## config.mk

```make
export PLATFORM = sky130hd
export DESIGN_NAME = reorder_buffer_with_pending_tags
export DESIGN_NICKNAME = d
export VERILOG_FILES = /design/src/sv/rbpt_pkg.sv /design/src/sv/reorder_buffer_with_pending_tags.sv /design/src/sv/rbpt_in_stage.sv /design/src/sv/rbpt_core.sv /design/src/sv/rbpt_out_stage.sv
export SDC_FILE = /design/constraint.sdc
export NUM_CORES = 1
export LEC_CHECK = 0
export ABC_AREA = 1
export BUFFER_PORTS_ARGS = -buffer_cell sky130_fd_sc_hd__buf_2
export CORE_MARGIN = 8
export CORE_UTILIZATION = 50
export DETAILED_ROUTE_END_ITERATION = 10
export PLACE_DENSITY = 0.68
export RECOVER_POWER = 50
export SLEW_MARGIN = 20
export SYNTH_ARGS = -nofsm -noshare
export SYNTH_HDL_FRONTEND = slang
export SYNTH_SLANG_ARGS = --single-unit
```

## constraint.sdc

```tcl
create_clock -name clk -period 5.7 [get_ports clk]
set_input_delay 1.71 -clock clk [delete_from_list [all_inputs] [get_ports clk]]
set_output_delay 1.71 -clock clk [all_outputs]
set_load 0.02 [all_outputs]
```

## src/sv/rbpt_pkg.sv

```systemverilog
// Shared types and codes for the reorder buffer with pending tags.
// No dependencies; imported by every module of the block.
package rbpt_pkg;

  // fixed field widths of the request and response channels
  localparam int REQ_W  = 3;
  localparam int OP_W   = 4;
  localparam int STAT_W = 2;

  // request kinds carried on in_tuser
  typedef enum logic [REQ_W-1:0] {
    REQ_ALLOC  = 3'd0,
    REQ_WB     = 3'd1,
    REQ_COMMIT = 3'd2,
    REQ_FLUSH  = 3'd3,
    REQ_LOOKUP = 3'd4
  } req_code_t;

  // response status carried on out_tuser
  typedef enum logic [STAT_W-1:0] {
    STAT_DONE = 2'd0,
    STAT_FULL = 2'd1,
    STAT_NONE = 2'd2
  } stat_code_t;

  // operation codes that matter to the buffer
  localparam logic [OP_W-1:0] OP_STORE = 4'd1;
  localparam logic [OP_W-1:0] OP_BEQ   = 4'd2;
  localparam logic [OP_W-1:0] OP_CALL  = 4'd3;
  localparam logic [OP_W-1:0] OP_RET   = 4'd4;

endpackage

```

## src/sv/reorder_buffer_with_pending_tags.sv

```systemverilog
// Reorder buffer with pending-register tags: top level.
// A request is held in the input register, then its response in the response
// register; a stalled response holds the next request in the input register.
// Throughput: one request per cycle, limited only by out_tready.
// Reset (rst_n low, synchronous) empties the buffer and clears all pending
// marks; no clearing pass, requests are taken right after reset.
// Depends on rbpt_pkg, rbpt_in_stage, rbpt_core and rbpt_out_stage.
module reorder_buffer_with_pending_tags #(
  parameter int ROB_DEPTH  = 8,
  parameter int NUM_REGS   = 128,
  parameter int DATA_WIDTH = 16
) (
  input  logic clk,
  input  logic rst_n,
  input  logic in_tvalid,
  output logic in_tready,
  // req_type
  input  logic [rbpt_pkg::REQ_W-1:0] in_tuser,
  // op_type, reg_index, rob_tag, wb_value, wb_taken, zero pad
  input  logic [((rbpt_pkg::OP_W + $clog2(NUM_REGS) +
                  ((ROB_DEPTH > 1) ? $clog2(ROB_DEPTH) : 1) +
                  DATA_WIDTH + 1 + 7) / 8) * 8 - 1:0] in_tdata,
  output logic out_tvalid,
  input  logic out_tready,
  // status
  output logic [rbpt_pkg::STAT_W-1:0] out_tuser,
  // tag, reg_pending, commit_type, commit_dest, commit_value,
  // commit_writes_reg, redirect, occupancy, zero pad
  output logic [((((ROB_DEPTH > 1) ? $clog2(ROB_DEPTH) : 1) + 1 +
                  rbpt_pkg::OP_W + $clog2(NUM_REGS) + DATA_WIDTH + 2 +
                  $clog2(ROB_DEPTH + 1) + 7) / 8) * 8 - 1:0] out_tdata
);
  import rbpt_pkg::*;

  localparam int IN_TDATA_W  = $bits(in_tdata);
  localparam int OUT_TDATA_W = $bits(out_tdata);

  logic                   req_valid;
  logic                   req_take;
  logic [REQ_W-1:0]       req_kind;
  logic [IN_TDATA_W-1:0]  req_data;
  logic                   res_free;
  logic [STAT_W-1:0]      res_tuser;
  logic [OUT_TDATA_W-1:0] res_tdata;

  rbpt_in_stage #(
    .TDATA_W(IN_TDATA_W)
  ) u_in (
    .clk      (clk),
    .rst_n    (rst_n),
    .in_tvalid(in_tvalid),
    .in_tready(in_tready),
    .in_tuser (in_tuser),
    .in_tdata (in_tdata),
    .req_take (req_take),
    .req_valid(req_valid),
    .req_kind (req_kind),
    .req_data (req_data)
  );

  rbpt_core #(
    .ROB_DEPTH  (ROB_DEPTH),
    .NUM_REGS   (NUM_REGS),
    .DATA_WIDTH (DATA_WIDTH),
    .IN_TDATA_W (IN_TDATA_W),
    .OUT_TDATA_W(OUT_TDATA_W)
  ) u_core (
    .clk      (clk),
    .rst_n    (rst_n),
    .req_valid(req_valid),
    .req_kind (req_kind),
    .req_data (req_data),
    .res_free (res_free),
    .req_take (req_take),
    .res_tuser(res_tuser),
    .res_tdata(res_tdata)
  );

  rbpt_out_stage #(
    .TDATA_W(OUT_TDATA_W)
  ) u_out (
    .clk       (clk),
    .rst_n     (rst_n),
    .res_load  (req_take),
    .res_tuser (res_tuser),
    .res_tdata (res_tdata),
    .res_free  (res_free),
    .out_tvalid(out_tvalid),
    .out_tready(out_tready),
    .out_tuser (out_tuser),
    .out_tdata (out_tdata)
  );

endmodule

```

## src/sv/rbpt_in_stage.sv

```systemverilog
// Request input register with its stream handshake.
// Depends on rbpt_pkg for the request kind width.
module rbpt_in_stage #(
  parameter int TDATA_W = 32
) (
  input  logic                      clk,
  input  logic                      rst_n,
  input  logic                      in_tvalid,
  output logic                      in_tready,
  input  logic [rbpt_pkg::REQ_W-1:0] in_tuser,
  input  logic [TDATA_W-1:0]        in_tdata,
  input  logic                      req_take,
  output logic                      req_valid,
  output logic [rbpt_pkg::REQ_W-1:0] req_kind,
  output logic [TDATA_W-1:0]        req_data
);
  import rbpt_pkg::*;

  logic               valid_r, valid_nxt;
  logic [REQ_W-1:0]   kind_r;
  logic [TDATA_W-1:0] data_r;
  logic               load;

  // register is free when empty or drained this cycle
  assign in_tready = !valid_r || req_take;
  assign load      = in_tvalid && in_tready;

  always_comb begin
    valid_nxt = valid_r;
    if (load) begin
      valid_nxt = 1'b1;
    end else if (req_take) begin
      valid_nxt = 1'b0;
    end
  end

  always_ff @(posedge clk) begin
    if (!rst_n) begin
      valid_r <= 1'b0;
    end else begin
      valid_r <= valid_nxt;
    end
  end

  // payload holds without reset
  always_ff @(posedge clk) begin
    if (load) begin
      kind_r <= in_tuser;
      data_r <= in_tdata;
    end
  end

  assign req_valid = valid_r;
  assign req_kind  = kind_r;
  assign req_data  = data_r;

endmodule

```

## src/sv/rbpt_core.sv

```systemverilog
// Buffer state and the single-pass request logic: entries, pointers and
// per-entry ownership flags that stand in for the pending-tag table.
// Depends on rbpt_pkg for request, status and operation codes.
module rbpt_core #(
  parameter int ROB_DEPTH   = 8,
  parameter int NUM_REGS    = 128,
  parameter int DATA_WIDTH  = 16,
  parameter int IN_TDATA_W  = 32,
  parameter int OUT_TDATA_W = 40
) (
  input  logic                       clk,
  input  logic                       rst_n,
  input  logic                       req_valid,
  input  logic [rbpt_pkg::REQ_W-1:0]  req_kind,
  input  logic [IN_TDATA_W-1:0]      req_data,
  input  logic                       res_free,
  output logic                       req_take,
  output logic [rbpt_pkg::STAT_W-1:0] res_tuser,
  output logic [OUT_TDATA_W-1:0]     res_tdata
);
  import rbpt_pkg::*;

  localparam int TAG_W = (ROB_DEPTH > 1) ? $clog2(ROB_DEPTH) : 1;
  localparam int CNT_W = $clog2(ROB_DEPTH + 1);
  localparam int REG_W = $clog2(NUM_REGS);

  // request field offsets in tdata
  localparam int F_REG = OP_W;
  localparam int F_TAG = F_REG + REG_W;
  localparam int F_VAL = F_TAG + TAG_W;
  localparam int F_TKN = F_VAL + DATA_WIDTH;

  localparam logic [TAG_W-1:0] LAST_TAG  = TAG_W'(ROB_DEPTH - 1);
  localparam logic [CNT_W-1:0] FULL_CNT  = CNT_W'(ROB_DEPTH);

  // entry payload, no reset
  logic [OP_W-1:0]       type_r   [ROB_DEPTH];
  logic [REG_W-1:0]      dest_r   [ROB_DEPTH];
  logic                  hasdst_r [ROB_DEPTH];
  logic [DATA_WIDTH-1:0] value_r  [ROB_DEPTH];
  logic                  taken_r  [ROB_DEPTH];

  // control state
  logic [ROB_DEPTH-1:0] ready_r, ready_nxt;
  logic [ROB_DEPTH-1:0] owner_r, owner_nxt;
  logic [TAG_W-1:0]     head_r, head_nxt;
  logic [TAG_W-1:0]     tail_r, tail_nxt;
  logic [CNT_W-1:0]     count_r, count_nxt;

  // unpacked request fields
  logic [OP_W-1:0]       f_op;
  logic [REG_W-1:0]      f_reg;
  logic [TAG_W-1:0]      f_tag;
  logic [DATA_WIDTH-1:0] f_val;
  logic                  f_taken;

  logic                  fire;
  logic                  full;
  logic                  op_hasdst;
  logic                  reg_ok;
  logic                  tag_ok;
  logic                  claim;
  logic                  alloc_we;
  logic                  wb_we;
  logic                  can_commit;
  logic [OP_W-1:0]       h_type;
  logic                  h_redir;
  logic [ROB_DEPTH-1:0]  match;
  logic [TAG_W-1:0]      match_tag;

  // response fields
  logic [STAT_W-1:0]     r_status;
  logic [TAG_W-1:0]      r_tag;
  logic                  r_pend;
  logic [OP_W-1:0]       r_type;
  logic [REG_W-1:0]      r_dest;
  logic [DATA_WIDTH-1:0] r_val;
  logic                  r_wr;
  logic                  r_redir;

  assign f_op    = req_data[F_REG-1:0];
  assign f_reg   = req_data[F_TAG-1:F_REG];
  assign f_tag   = req_data[F_VAL-1:F_TAG];
  assign f_val   = req_data[F_TKN-1:F_VAL];
  assign f_taken = req_data[F_TKN];

  assign req_take = req_valid && res_free;
  assign fire     = req_take;

  // request qualifiers
  assign full      = (count_r == FULL_CNT);
  assign op_hasdst = !(f_op == OP_STORE || f_op == OP_BEQ ||
                       f_op == OP_CALL  || f_op == OP_RET);
  assign reg_ok    = ({1'b0, f_reg} < (REG_W + 1)'(NUM_REGS));
  assign tag_ok    = ({1'b0, f_tag} < (TAG_W + 1)'(ROB_DEPTH));
  assign claim     = op_hasdst && reg_ok;
  assign alloc_we  = fire && (req_kind == REQ_ALLOC) && !full;
  assign wb_we     = fire && (req_kind == REQ_WB) && tag_ok;

  // head entry view
  assign h_type     = type_r[head_r];
  assign can_commit = (count_r != '0) && ready_r[head_r];
  assign h_redir    = (h_type == OP_CALL) || (h_type == OP_RET) ||
                      ((h_type == OP_BEQ) && taken_r[head_r]);

  // owner search: at most one entry owns a register
  always_comb begin
    match_tag = '0;
    for (int i = 0; i < ROB_DEPTH; i++) begin
      match[i] = owner_r[i] && (dest_r[i] == f_reg);
      if (match[i]) begin
        match_tag = match_tag | TAG_W'(i);
      end
    end
  end

  // next state and response
  always_comb begin
    head_nxt  = head_r;
    tail_nxt  = tail_r;
    count_nxt = count_r;
    ready_nxt = ready_r;
    owner_nxt = owner_r;
    r_status  = STAT_DONE;
    r_tag     = '0;
    r_pend    = 1'b0;
    r_type    = '0;
    r_dest    = '0;
    r_val     = '0;
    r_wr      = 1'b0;
    r_redir   = 1'b0;
    if (fire) begin
      case (req_kind)
        REQ_ALLOC: begin
          if (full) begin
            r_status = STAT_FULL;
          end else begin
            // new writer takes over the register from any older one
            for (int i = 0; i < ROB_DEPTH; i++) begin
              if (claim && dest_r[i] == f_reg) begin
                owner_nxt[i] = 1'b0;
              end
            end
            owner_nxt[tail_r] = claim;
            ready_nxt[tail_r] = 1'b0;
            tail_nxt  = (tail_r == LAST_TAG) ? '0 : tail_r + 1'b1;
            count_nxt = count_r + 1'b1;
            r_tag     = tail_r;
          end
        end
        REQ_WB: begin
          if (tag_ok) begin
            ready_nxt[f_tag] = 1'b1;
          end
        end
        REQ_COMMIT: begin
          if (!can_commit) begin
            r_status = STAT_NONE;
          end else begin
            r_type  = h_type;
            r_dest  = dest_r[head_r];
            r_val   = value_r[head_r];
            r_wr    = hasdst_r[head_r];
            r_redir = h_redir;
            if (h_redir) begin
              head_nxt  = '0;
              tail_nxt  = '0;
              count_nxt = '0;
              ready_nxt = '0;
              owner_nxt = '0;
            end else begin
              ready_nxt[head_r] = 1'b0;
              owner_nxt[head_r] = 1'b0;
              head_nxt  = (head_r == LAST_TAG) ? '0 : head_r + 1'b1;
              count_nxt = count_r - 1'b1;
            end
          end
        end
        REQ_FLUSH: begin
          head_nxt  = '0;
          tail_nxt  = '0;
          count_nxt = '0;
          ready_nxt = '0;
          owner_nxt = '0;
        end
        REQ_LOOKUP: begin
          r_pend = |match;
          r_tag  = match_tag;
        end
        default: begin
        end
      endcase
    end
  end

  always_ff @(posedge clk) begin
    if (!rst_n) begin
      head_r  <= '0;
      tail_r  <= '0;
      count_r <= '0;
      ready_r <= '0;
      owner_r <= '0;
    end else begin
      head_r  <= head_nxt;
      tail_r  <= tail_nxt;
      count_r <= count_nxt;
      ready_r <= ready_nxt;
      owner_r <= owner_nxt;
    end
  end

  // entry payload writes
  always_ff @(posedge clk) begin
    if (alloc_we) begin
      type_r[tail_r]   <= f_op;
      dest_r[tail_r]   <= f_reg;
      hasdst_r[tail_r] <= op_hasdst;
    end
    if (wb_we) begin
      value_r[f_tag] <= f_val;
      taken_r[f_tag] <= f_taken;
    end
  end

  // response packing, lowest field first
  assign res_tuser = r_status;
  assign res_tdata = OUT_TDATA_W'({count_nxt, r_redir, r_wr, r_val, r_dest,
                                   r_type, r_pend, r_tag});

endmodule

```

## src/sv/rbpt_out_stage.sv

```systemverilog
// Response register with its stream handshake.
// Depends on rbpt_pkg for the status width.
module rbpt_out_stage #(
  parameter int TDATA_W = 40
) (
  input  logic                        clk,
  input  logic                        rst_n,
  input  logic                        res_load,
  input  logic [rbpt_pkg::STAT_W-1:0]  res_tuser,
  input  logic [TDATA_W-1:0]          res_tdata,
  output logic                        res_free,
  output logic                        out_tvalid,
  input  logic                        out_tready,
  output logic [rbpt_pkg::STAT_W-1:0]  out_tuser,
  output logic [TDATA_W-1:0]          out_tdata
);
  import rbpt_pkg::*;

  logic               valid_r, valid_nxt;
  logic [STAT_W-1:0]  user_r;
  logic [TDATA_W-1:0] data_r;

  // free when empty or being taken this cycle
  assign res_free = !valid_r || out_tready;

  always_comb begin
    valid_nxt = valid_r;
    if (res_load) begin
      valid_nxt = 1'b1;
    end else if (out_tready) begin
      valid_nxt = 1'b0;
    end
  end

  always_ff @(posedge clk) begin
    if (!rst_n) begin
      valid_r <= 1'b0;
    end else begin
      valid_r <= valid_nxt;
    end
  end

  always_ff @(posedge clk) begin
    if (res_load) begin
      user_r <= res_tuser;
      data_r <= res_tdata;
    end
  end

  assign out_tvalid = valid_r;
  assign out_tuser  = user_r;
  assign out_tdata  = data_r;

endmodule

```

* After elaboration in Yosys (flattened, before gate mapping)
Memory sizes are Yosys's and may differ from the RTL's. A register that Yosys moved wholly into a read port is not among the register bits.
Index checks and enable logic that the tools add are counted.
** Storage, ports and cells
- Word-level logic and storage cells :: 199
- Memories :: 5
- Register bits after elaboration :: 101
- RAM bits :: 232
** Cells by class
- $lt $le $gt $ge :: 6
- Eq/ne operators :: 25
- Bitwise operators :: 6
- Add/subtract/negate cells :: 4
- Reduce and logical (&&, ||, !) cells :: 53
- Mux-type cells :: 87
** Memory list
- u_core.value_r :: depth 8, bits a word 16, read ports 1, clocked after memory_dff 1, wr ports 1, line rbpt_core.sv:40 : logic [DATA_WIDTH-1:0] value_r [ROB_DEPTH];
- u_core.dest_r :: depth 8, bits a word 7, read ports 9, clocked after memory_dff 1, wr ports 1, line rbpt_core.sv:38 : logic [REG_W-1:0] dest_r [ROB_DEPTH];
- u_core.type_r :: depth 8, bits a word 4, read ports 1, clocked after memory_dff 1, wr ports 1, line rbpt_core.sv:37 : logic [OP_W-1:0] type_r [ROB_DEPTH];
- u_core.hasdst_r :: depth 8, bits a word 1, read ports 1, clocked after memory_dff 1, wr ports 1, line rbpt_core.sv:39 : logic hasdst_r [ROB_DEPTH];
- u_core.taken_r :: depth 8, bits a word 1, read ports 1, clocked after memory_dff 1, wr ports 1, line rbpt_core.sv:41 : logic taken_r [ROB_DEPTH];
** Operators with widths (number)
- equality test 7 bit :: 8
- 2-to-1 mux 3 bit :: 16
- 2-to-1 mux 8 bit :: 6
- 2-to-1 mux 1 bit :: 46
- one-hot mux 8 bit (4 select lines) :: 1
- logical AND 1 bit :: 26
- AND 8 bit :: 3
- one-hot mux 8 bit (3 select lines) :: 1
- equality test 4 x 2 -> 1 bit (second input constant) :: 4
- 2-to-1 mux 4 bit :: 4
- NOT 8 bit :: 2
- less-than comparator 3 x 4 -> 1 bit (second input constant) :: 3
- one-hot mux 3 bit (2 select lines) :: 2
- one-hot mux 4 bit (3 select lines) :: 1
- demux 1 bit (select 3 bit) :: 3
- equality test 3 bit (second input constant) :: 3
- greater-or-equal comparator 3 x 1 -> 1 bit (second input constant) :: 3
- one-hot mux 3 bit (3 select lines) :: 1
- bitwise mux 8 bit :: 1
- equality test 4 x 3 -> 1 bit (second input constant) :: 2
- OR 8 bit :: 1
- AND reduction 4 bit :: 2
- nonzero test 4 bit :: 2
- OR reduction 8 bit :: 1
- 20 further kinds :: 39

* Longest topological paths before layout
Gate-level depths: netlist of run 1.
- Depth after elaboration :: 13
- Gate-level depth with buffers :: 17
- Depth with buffers taken out :: 15

* Modules after synthesis
A second synthesis of run 1 with hierarchy kept.
** Unflattened totals
- Cells, all modules :: 1327
- Area total of the unflattened synthesis :: 14931.8 um2
** Modules (own cells, without submodules)
- rbpt_core :: cells each 1237, seq. area each 7547.2 um2, times used 1, area an instance 12522.0 um2
- rbpt_out_stage :: cells each 48, seq. area each 1281.2 um2, times used 1, area an instance 1307.5 um2
- rbpt_in_stage :: cells each 42, seq. area each 1071.0 um2, times used 1, area an instance 1102.3 um2

* Worst setup path after synthesis of run 1
Ideal clock, no wire load.
- Path kind :: input -> register
- Start :: in out_tready
- End :: mem u_core.taken_r[0], enable pin
- Setup time :: 0.391 ns
- Buffers on the path :: 0
- Data arrival time :: 3.445 ns
- Path slack :: 1.864 ns
- Required time :: 5.309 ns
- Cell stages on the path :: 6
- Cells stage by stage :: inv_1 nand2_2 nand2_2 inv_2 nand2_1 nor2_1
** Between the ends
- Cells in the longest elaborated chain, start to end :: 5
** Ends and longest elaborated chain
- from (decl) :: line reorder_buffer_with_pending_tags.sv:24 : input logic out_tready,
- logical OR 1 bit :: line rbpt_out_stage.sv:24 : assign res_free = !valid_r || out_tready;
- logical AND 1 bit :: line rbpt_core.sv:87 : assign req_take = req_valid && res_free;
- named net req_take :: line reorder_buffer_with_pending_tags.sv:39 : logic req_take;
- logical AND 1 bit :: line rbpt_core.sv:98 : assign wb_we = fire && (req_kind == REQ_WB) && tag_ok;
- 2-to-1 mux 1 bit :: line rbpt_core.sv:219 : if (wb_we) begin
- 2-to-1 mux 1 bit (implied by the code) :: line rbpt_core.sv:221 : taken_r[f_tag] <= f_taken;
- to (decl) :: line rbpt_core.sv:41
The timed path passes the listed nets, and every way through them passes these cells.

* Final worst setup path of run 1
- Start :: in out_tready
- End :: mem u_core.dest_r[5][4] (netlist bit), enable pin
** Between the ends
- Cells in the longest elaborated chain, start to end :: 6
** Ends and longest elaborated chain
- logical OR 1 bit :: line rbpt_out_stage.sv:24
- logical AND 1 bit :: line rbpt_core.sv:87
- named net req_take :: line reorder_buffer_with_pending_tags.sv:39
- logical AND 1 bit (2 in series) :: line rbpt_core.sv:97 : assign alloc_we = fire && (req_kind == REQ_ALLOC) && !full;
- 2-to-1 mux 1 bit :: line rbpt_core.sv:214 : if (alloc_we) begin
- 2-to-1 mux 1 bit (implied by the code) :: line rbpt_core.sv:216 : dest_r[tail_r] <= f_reg;
- to (decl) :: line rbpt_core.sv:38
The timed path passes the listed nets, and every way through them passes these cells.

==> impl_metrics.tcl, run 1 <==
set metrics [dict create \
    status "finished, violations left" \
    failed_checks "capacitance limit, slew limit" \
    clk_pin_slew_worst_paths_ns 0.06 \
    total_power_mw 5.09 \
    wl_per_cell_um 19.8 \
    layout_min_cycle_time_ns 3.88 \
    grt_max_degree 35 \
    clockBufferDepth 3 \
    clockRootBuffer "clkbuf_16" \
    timing.fmax_mhz 258 \
    grt_pass1_wl_mm 50.9 \
    syn_inst 1176 \
    setup_ws_ns 1.82 \
    async_flop_share 0 \
    ys_seq_area_frac 0.693 \
    dieArea_um2 33900 \
    drv_slew 35 \
    critPathMaxFanout 21 \
    synth-main-ff-cell "edfxtp_1" \
    pre_cts_ws_ns 1.74 \
    fin_util 0.574 \
    end_kind "register" \
    finalSetupTns_ns 0 \
    hold_ws_ns 0.504 \
    grt_antenna_before_repair 0 \
    die_width_um 184 \
    grt_pass1_vias 8983 \
    synth_fa_ha_area_frac 0.00532 \
    port_buffers 78 \
    hpwl_mm 20.5 \
    viasPerCell 5.51 \
    postCtsSetupBuffers 0 \
    postRouteWirelength_mm 33.0 \
    synth_cell_types 42 \
    io-pin-count 83 \
    period_share 0.681 \
    synth_top_family_by_area "simple AND/OR/NAND/NOR gates" \
    antenna_left 0 \
    gp_congestion 0.869 \
    coreArea_um2 27800 \
    hold_class "register to register" \
    rows 61 \
    die_h_um 184 \
    nNetsFinal 1315 \
    clk_latency_ns 0.51 \
    initial_core_util 0.508 \
    htreeDepth 2 \
    path_class "primary input to register" \
    syn_area_um2 14100 \
    peakVddDrop_mv 0.267 \
    ys_ff_latch 336 \
    cap_viol_max_count 1 \
    clock-sinks 336 \
    worst_pin_slew_ns 2.41 \
    numCtsBuffers 35 \
    reg2reg_slack_ns 1.85 \
    drc 0 \
    drtIter0Drc 816 \
    critPathArrivalTime_ns 4.09 \
    finalClockSkew_ns 0.0160 \
    area_growth_syn_to_layout_pct 12.9 \
    hold_viol_final 0 \
    vias 9210 \
    hold_buffers 0 \
    p_leak_nw 5.80 \
    drive_above_1_share 0.133 \
    drt_pass1_iterations 7 \
    rsz0062_at_grt "no" \
    synth_xor_area_frac 0.0329 \
    cts_tree "built" \
    postCtsResizedCells 0 \
    synth_warnings 0 \
    grt.total_usage 0.194 \
    yosys.area_share.simple 0.145 \
    critPathLaunchType "primary input" \
    setup_viol 0 \
    power.density_nw_per_um2 319 \
    antenna_cells 0 \
    synth_mux_area_frac 0 \
    synth_compound_area_frac 0.0744 \
    synth_edf_count 305 \
    grt_overflow 0 \
    syn_area_per_cell_um2 12.0 \
    relSlewSlack -0.604 \
    cp.required_ns 5.90 \
]
[cell usage after synthesis (7+ instances only)]
cell type	instances	area share
o21ai_0	25	0.0089
nor2_1	62	0.016
buf_2	22	0.0078
inv_2	8	0.0021
nand3_1	81	0.029
a21oi_1	42	0.015
clkbuf_1	12	0.0032
nand2_1	249	0.066
a221oi_1	19	0.012
xnor2_1	43	0.027
a22o_1	10	0.0062
a41oi_1	19	0.012
nor3_1	12	0.0043
a22oi_1	30	0.016
inv_1	109	0.029
nand2_2	7	0.0031
dfxtp_1	31	0.044
edfxtp_1	305	0.65
nand4_1	25	0.011
xor2_1	10	0.0062
[area by class of cell]
cell class / instances / area [um^2]
clock buffer: 43 / 937
clock inverter: 16 / 113
fill: 2303 / 11800
inverter: 121 / 455
multi-input combinational: 676 / 3650
sequential: 336 / 9780
tap: 378 / 473
timing repair buffer: 100 / 539
[placed cells by master (no fill, tap or decap), types with 3 or more instances in the layout]
cell type  netlist  routed
nand2_2          7       5
inv_6            0       3
a221oi_1        19      19
xnor2_1         43      43
edfxtp_1       305     305
xor2_1          10      10
clkbuf_1        12      13
a22o_1          10      10
clkinv_1         3       9
a21oi_1         42      42
buf_4            6      19
nand4_1         25      25
nor2_1          62      61
o21ai_1          6       5
conb_1           1       3
nand2_4          3       3
inv_1          109     109
nor3_1          12      12
a41oi_1         19      19
inv_2            8       7
buf_2           22      74
a22oi_1         30      30
dfxtp_1         31      31
ha_1             6       6
nand3_1         81      81
clkbuf_16        0      36
nor2_2           5       6
clkinv_2         1       7
o21ai_0         25      26
a31oi_1          4       4
nand2_1        249     251
[state kept, by name, summed over array words and instances, names as in the netlist, 4 cells and up, named ones only]
register and flops:
u_core.value_r 128, u_core.dest_r 56, u_out.out_tdata 37, u_core.type_r 32, u_in.req_data 31, u_core.hasdst_r 8
u_core.owner_r 8, u_core.ready_r 8, u_core.taken_r 8, u_core.count_r 4
[metrics by stage]
stage / area [um^2] / std cells
final: 15900 / 1670
after floorplan: 14100 / 1178
after global placement: 14900 / 1611
after detailed placement: 14900 / 1611
after CTS: 16000 / 1670
after global routing: 15900 / 1670
[worst paths after layout]
check	start	cells past startpoint	to
setup / recovery	out_tready	8	u_core.dest_r[5][4]
hold / removal	u_out.out_tvalid	2	u_out.out_tvalid
setup reg to reg	u_in.req_kind[2]	6	u_out.out_tdata[9]
hold reg to reg	u_out.out_tvalid	2	u_out.out_tvalid
[logic make-up (layout without fill, tap and decap cells)]
family | after synthesis | after routing
AOI/OAI and AO/OA | 157 | 157
xor gates and xnor gates | 53 | 53
adders and majority gates | 6 | 6
buffers and inverters | 166 | 280
DFF | 336 | 336
other | 1 | 3
and+or+nand+nor | 457 | 457
[per-layer routing]
layer | vias up | GRT usage | share of wire
met5 | - | 0 | 0
met4 | 0 | 0.0794 | 0.037
met3 | 69 | 0.0334 | 0.058
met2 | 309 | 0.327 | 0.49
met1 | 4485 | 0.246 | 0.41
li1 | 4347 | - | -
[where the power goes]
part           internal, mW  switching (mW)  total, mW
sequential             2.73          0.0514       2.78
clock                  1.21           0.897       2.11
combinational        0.0645           0.130      0.194
total                  4.01            1.08       5.09
[worst max-delay path: stages]
cell	delay, ns
buf_2	0.07
inv_1	0.04
nand2_1	0.06
nand2_1	0.09
inv_1	0.72
nand2_1	0.44
nor2_1	0.64
buf_4	0.31
No activity file was read; power rests on OpenSTA's default activity.
==> inputs of run 2 (changes only) <==
--- a/config.mk
+++ b/config.mk
@@ -10,7 +10,7 @@
 export CORE_MARGIN = 8
 export CORE_UTILIZATION = 50
 export DETAILED_ROUTE_END_ITERATION = 10
-export PLACE_DENSITY = 0.68
+export PLACE_DENSITY = 0.7
 export RECOVER_POWER = 50
 export SLEW_MARGIN = 20
 export SYNTH_ARGS = -nofsm -noshare
==> constraint.sdc (replaced) <==
create_clock -name clk -period 3.5 [get_ports clk]
set_input_delay 1.05 -clock clk [delete_from_list [all_inputs] [get_ports clk]]
set_output_delay 1.05 -clock clk [all_outputs]
set_load 0.02 [all_outputs]
==> run 2 against run 1 <==
The flow still finishes with violations (capacitance limit, slew limit). Register-to-register slack worse by 1.3 ns. Clock-buffer cell count decreased by 3. Via count about the same. Final area grew 1.1%. Wire length grew 0.13%. Global-route usage about the same. Sequential cell count unchanged. Sequential share of layout area down 0.65 points. First-iteration DRC count up 10%. Sequential power up 63%. Critical path type is now register to register. Critical endpoint is now u_out.out_tdata[9]. Largest cell class unchanged.
==> impl_metrics.tcl, run 2 (synthesis gave the netlist of run 1 again) <==
set metrics [dict create \
    largest_reg_flops 128 \
    area_growth_syn_to_layout_pct 14.1 \
    drive_above_1_share 0.142 \
    setup_viol 0 \
    p_leak_nw 5.90 \
    gp_congestion 0.921 \
    period_share 0.853 \
    comb_power_share 0.039 \
    power.density_nw_per_um2 520 \
    min_path_cells 2 \
    die_h_um 184 \
    grt_antenna_before_repair 0 \
    hold_class "register to register" \
    reg2reg_depth 7 \
    postRouteWirelength_mm 33.1 \
    clk_pin_slew_worst_paths_ns 0.06 \
    clockRootBuffer "clkbuf_16" \
    antenna_cells 0 \
    cap_viol_max_count 1 \
    finalClockSkew_ns 0.0226 \
    initial_core_util 0.508 \
    reg2reg_slack_ns 0.51 \
    drtIter0Drc 899 \
    r2r_end "u_out.out_tdata[9]" \
    port_buffers 78 \
    wl_per_cell_um 19.6 \
    critPathLaunchType "register" \
    final_cell_mix "edfxtp_1 (305), nand2_1 (251), inv_1 (109)" \
    postCtsResizedCells 0 \
    postCtsSetupBuffers 0 \
    numCtsBuffers 35 \
    path_class "register to register" \
    peakVddDrop_mv 0.449 \
    io-pin-count 83 \
    drc 0 \
    final_common_cell "edfxtp_1" \
    p_sw_mw 1.77 \
    die_width_um 184 \
    critPathMaxFanout 13 \
    htreeDepth 2 \
    hold_viol_final 0 \
    power.share.clock 0.421 \
    cts_tree "built" \
    relSlewSlack -0.155 \
    timing.rr.start "u_in.req_kind[2]" \
    clk_latency_ns 0.52 \
    min_to "u_out.out_tvalid" \
    clockBufferDepth 3 \
    failed_checks "capacitance limit, slew limit" \
    internal_power_mw 6.61 \
    hold_buffers 0 \
    status "finished, violations left" \
    grt_pass1_vias 9094 \
    switching_share 0.211 \
    antenna_left 0 \
    vias 9209 \
    largest_register "u_core.value_r" \
    grt_max_degree 35 \
    dp_cells 1628 \
    fillerInstances 2311 \
    drv_slew 16 \
    finalSetupTns_ns 0 \
    worst_pin_slew_ns 1.71 \
    nNetsFinal 1332 \
    grt.total_usage 0.194 \
    critPathArrivalTime_ns 3.23 \
    clock-sinks 336 \
    fin_cells 1685 \
    dieArea_um2 33900 \
    layout_min_cycle_time_ns 2.99 \
    cp.required_ns 3.74 \
    hpwl_mm 21.4 \
    grt_overflow 0 \
    viasPerCell 5.47 \
    rows 61 \
    grt_pass1_wl_mm 50.8 \
    timing.fmax_mhz 335 \
    rsz0062_at_grt "no" \
    pwr-share-seq 0.540 \
    end_kind "register" \
    hold_start "u_out.out_tvalid" \
    drt_pass1_iterations 6 \
    coreArea_um2 27800 \
]
-- run 2: cell types whose count changed in the layout (fill, tap and decap cells not counted), moves of 2 or more --
cell	before	now
buf_12	0	2
inv_6	3	0
clkinv_8	0	2
bufinv_16	1	3
buf_4	19	32
-- run 2: worst max-delay path, cell delays in order, from the launching register on --
cell	delay, ns
edfxtp_1	0.44
nor2_1	0.14
buf_4	0.20
inv_1	0.11
nor2_1	0.92
nand3_1	0.24
buf_4	0.28
a41oi_1	0.39
-- run 2: power by group through the flow --
stage	Combinational, mW	Clock (mW)	Sequential [mW]
floorplan	0.212	0	4.60
global placement	0.324	0	4.60
detailed placement	0.328	0	4.61
CTS	0.330	3.58	4.52
global route	0.360	3.73	4.53
finish	0.325	3.52	4.53
-- run 2: how the worst max path moves through the flow --
stage	slack (ns)	endpoint	startpoint	depth (start not counted)
after floorplan	0.32	u_core.taken_r[0]	out_tready	6
after global placement	0.68	u_core.owner_r[6]	out_tready	12
after detailed placement	0.66	u_core.owner_r[6]	out_tready	12
after CTS	0.86	register	register	14
after global routing	0.41	u_out.out_tdata[9]	u_in.req_kind[2]	7
final	0.51	u_out.out_tdata[9]	u_in.req_kind[2]	7
-- run 2: routing by layer --
| metal | GRT usage | vias up | routed length, um |
|---|---|---|---|
| li1 | - | 4364 | - |
| met1 | 0.250 | 4421 | 14000 |
| met4 | 0.0787 | 0 | 1240 |
| met5 | 0 | - | 0 |
| met2 | 0.324 | 355 | 15700 |
| met3 | 0.0314 | 69 | 2060 |
-- run 2: stage by stage --
stage / hold WS [ns] / cell area (um^2) / setup slack, ns / power, mW / utilization
2_1_floorplan: 0.479 / 14100 / 0.324 / 4.81 / -
3_3_place_gp: 0.494 / 15100 / 0.681 / 4.93 / 0.542
3_5_place_dp: 0.505 / 15100 / 0.659 / 4.94 / 0.542
4_1_cts: 0.514 / 16100 / 0.861 / 8.44 / 0.581
5_1_grt: 0.529 / 16100 / 0.411 / 8.63 / 0.580
6_report: 0.516 / 16100 / 0.514 / 8.37 / 0.580
-- run 2: cell type report --
cell class	instances	area, um^2	share of cell area
flip-flops and latches	336	9780	0.607
multi-input cells	676	3640	0.226
clock buffers	40	895	0.0555
repair buffers	117	688	0.0427
well taps	378	473	0.0294
inverters	121	455	0.0283
clock inverters	17	180	0.0112
==> inputs of run 3 (changes only) <==
--- a/config.mk
+++ b/config.mk
@@ -5,14 +5,12 @@
 export SDC_FILE = /design/constraint.sdc
 export NUM_CORES = 1
 export LEC_CHECK = 0
-export ABC_AREA = 1
 export BUFFER_PORTS_ARGS = -buffer_cell sky130_fd_sc_hd__buf_2
 export CORE_MARGIN = 8
 export CORE_UTILIZATION = 50
 export DETAILED_ROUTE_END_ITERATION = 10
 export PLACE_DENSITY = 0.7
 export RECOVER_POWER = 50
-export SLEW_MARGIN = 20
 export SYNTH_ARGS = -nofsm -noshare
 export SYNTH_HDL_FRONTEND = slang
 export SYNTH_SLANG_ARGS = --single-unit
==> run 3 against run 2 <==
The flow still finishes with violations (capacitance limit, slew limit). Clock-buffer cell count is 4 higher. Register-to-register slack better by 0.096 ns. Maximum frequency is 0.98% lower. Non-clock buffer count is 3 higher. Combinational power is 30% lower. Global-route usage is 0.21 points lower. Worst hold slack better by 0.044 ns. Sequential cell count stayed put. Wire length is 3.7% lower. Highest routed layer unchanged.
==> impl_metrics.tcl, run 3 <==
set metrics [dict create \
    status "finished, violations left" \
    failed_checks "capacitance limit, slew limit" \
    drc 0 \
    end_kind "register" \
    numCtsBuffers 36 \
    switching_share 0.207 \
    grt_antenna_before_repair 0 \
    final_common_cell "edfxtp_1" \
    grt_busiest_layer "met2" \
    die_h_um 181 \
    coreArea_um2 26900 \
    syn_area_per_cell_um2 15.2 \
    use_met3 0.0291 \
    finalClockSkew_ns 0.0143 \
    postRouteWirelength_mm 31.8 \
    dieArea_um2 32800 \
    hold_buffers 0 \
    htreeDepth 2 \
    cap_viol_max_count 1 \
    drive_above_1_share 0.191 \
    clk_pin_slew_worst_paths_ns 0.06 \
    hold_class "register to register" \
    synth_top_area_share 0.673 \
    total_power_mw 8.31 \
    setup_viol 0 \
    grt_pass1_wl_mm 48.9 \
    hold_viol_final 0 \
    wl_per_cell_um 23.2 \
    worst_pin_slew_ns 1.64 \
    crit_slowest_cell "and2_0" \
    ys_seq_area_frac 0.718 \
    gp_congestion 0.892 \
    dpl-instance-area_um2 14600 \
    fin_cells 1370 \
    grt.total_usage 0.192 \
    grt_overflow 0 \
    drt_pass1_iterations 8 \
    yosys-top-cells-count "edfxtp_1 (305), nor2_1 (54), a22oi_1 (52)" \
    postCtsSetupBuffers 0 \
    use_met1 0.256 \
    yosysMostFrequentCell "edfxtp_1" \
    cts_tree "built" \
    fin_util 0.583 \
    relSlewSlack -0.0964 \
    nNetsFinal 1047 \
    syn_inst 896 \
    power.density_nw_per_um2 531 \
    hpwl_mm 19.5 \
    antenna_left 0 \
    comb_power_share 0.027 \
    pwr-share-seq 0.542 \
    hold_start "u_in.req_valid" \
    largest_register "u_core.value_r" \
    critPathLaunchType "primary input" \
    finalSetupTns_ns 0 \
    viasPerCell 6.14 \
    critPathArrivalTime_ns 3.17 \
    crit_start "out_tready" \
    power.share.clock 0.431 \
    die_width_um 181 \
    path_class "primary input to register" \
    ys_top_cells_by_area "edfxtp_1 (67%), dfxtp_1 (4.6%), a22oi_1 (2.9%)" \
    area_growth_syn_to_layout_pct 15.1 \
    yosys.area.top_type "edfxtp_1" \
    p_leak_nw 5.23 \
    synth_cell_types 64 \
    clk_latency_ns 0.52 \
    clockBufferDepth 3 \
    peakVddDrop_mv 0.344 \
    clockRootBuffer "clkbuf_16" \
    rsz0062_at_grt "no" \
    synth_warnings 0 \
    io-pin-count 83 \
    rows 60 \
    synth-main-ff-cell "edfxtp_1" \
    dp_cells 1305 \
    pre_cts_ws_ns 0.562 \
    drtIter0Drc 837 \
    internal_power_mw 6.59 \
    p_sw_mw 1.72 \
    stdcell_area_um2 15700 \
    port_buffers 78 \
    crit_path_max_incr_delay_ns 1.22 \
    async_flop_share 0 \
    period_share 0.862 \
    critPathMaxFanout 19 \
    vias 8418 \
    setup_ws_ns 0.484 \
    clock-sinks 336 \
    cp_cell_sequence "buf_2 -> nor2b_1 -> nand2_1 -> and2_0 -> clkbuf_2" \
    drv_slew 17 \
    syn_area_um2 13600 \
    antenna_cells 0 \
    cp.required_ns 3.65 \
    grt_pass1_vias 8373 \
    hold_ws_ns 0.560 \
    timing.fmax_mhz 332 \
    ys_ff_latch 336 \
    largest_reg_flops 128 \
    layout_min_cycle_time_ns 3.02 \
    grt_util_met2 0.309 \
    final_cell_mix "edfxtp_1 (305), buf_2 (76), nor2_1 (53)" \
    initial_core_util 0.507 \
    grt_max_degree 31 \
    synth_edf_count 305 \
    postCtsResizedCells 0 \
]
run 3: area by class of cell:
type	count	area, um^2
Timing Repair Buffer	120	698
Inverter	9	35.0
Sequential cell	336	9780
Tap cell	341	427
Multi-Input combinational cell	499	3610
Clock inverter	21	184
Fill cell	2014	11200
Clock buffer	44	941
run 3: final timing paths:
kind / end / slack (ns) / cells after the start
setup / recovery: u_in.req_data[8] / 0.48 / 5
setup reg to reg: u_core.owner_r[2] / 0.61 / 7
hold / removal: u_out.out_tvalid / 0.56 / 2
hold reg to reg: u_out.out_tvalid / 0.56 / 2
run 3: kinds of logic (layout without fill, tap and decap cells):
family                   Yosys count  in the layout  share of synthesized area
AO/OA/AOI/OAI                    226            226                      0.123
XOR/XNOR                          59             59                     0.0379
adder cells (fa/ha/maj)            6              6                    0.00551
buffers and inverters             63            194                     0.0199
flip-flops                       336            336                      0.718
multiplexers                      21             21                     0.0263
other                              1              3                   0.000275
AND/OR/NAND/NOR                  184            184                     0.0689
run 3: power by group through the flow:
stage | registers (mW) | clock network, mW | logic (mW)
4_1_cts | 4.50 | 3.64 | 0.235
5_1_grt | 4.51 | 3.80 | 0.248
2_1_floorplan | 4.57 | 0 | 0.142
3_3_place_gp | 4.58 | 0 | 0.229
3_5_place_dp | 4.59 | 0 | 0.234
6_report | 4.50 | 3.58 | 0.228
run 3: metal layers:
metal	vias to the layer above	wire (um)
met5	-	0
met4	0	1120
met3	75	2240
met2	412	15000
met1	4146	13500
li1	3785	-
run 3: worst max-delay path: cells and delay by family:
family / cells / cell delay [ns]
simple gates: 3 / 1.36
buf+inv: 2 / 0.74
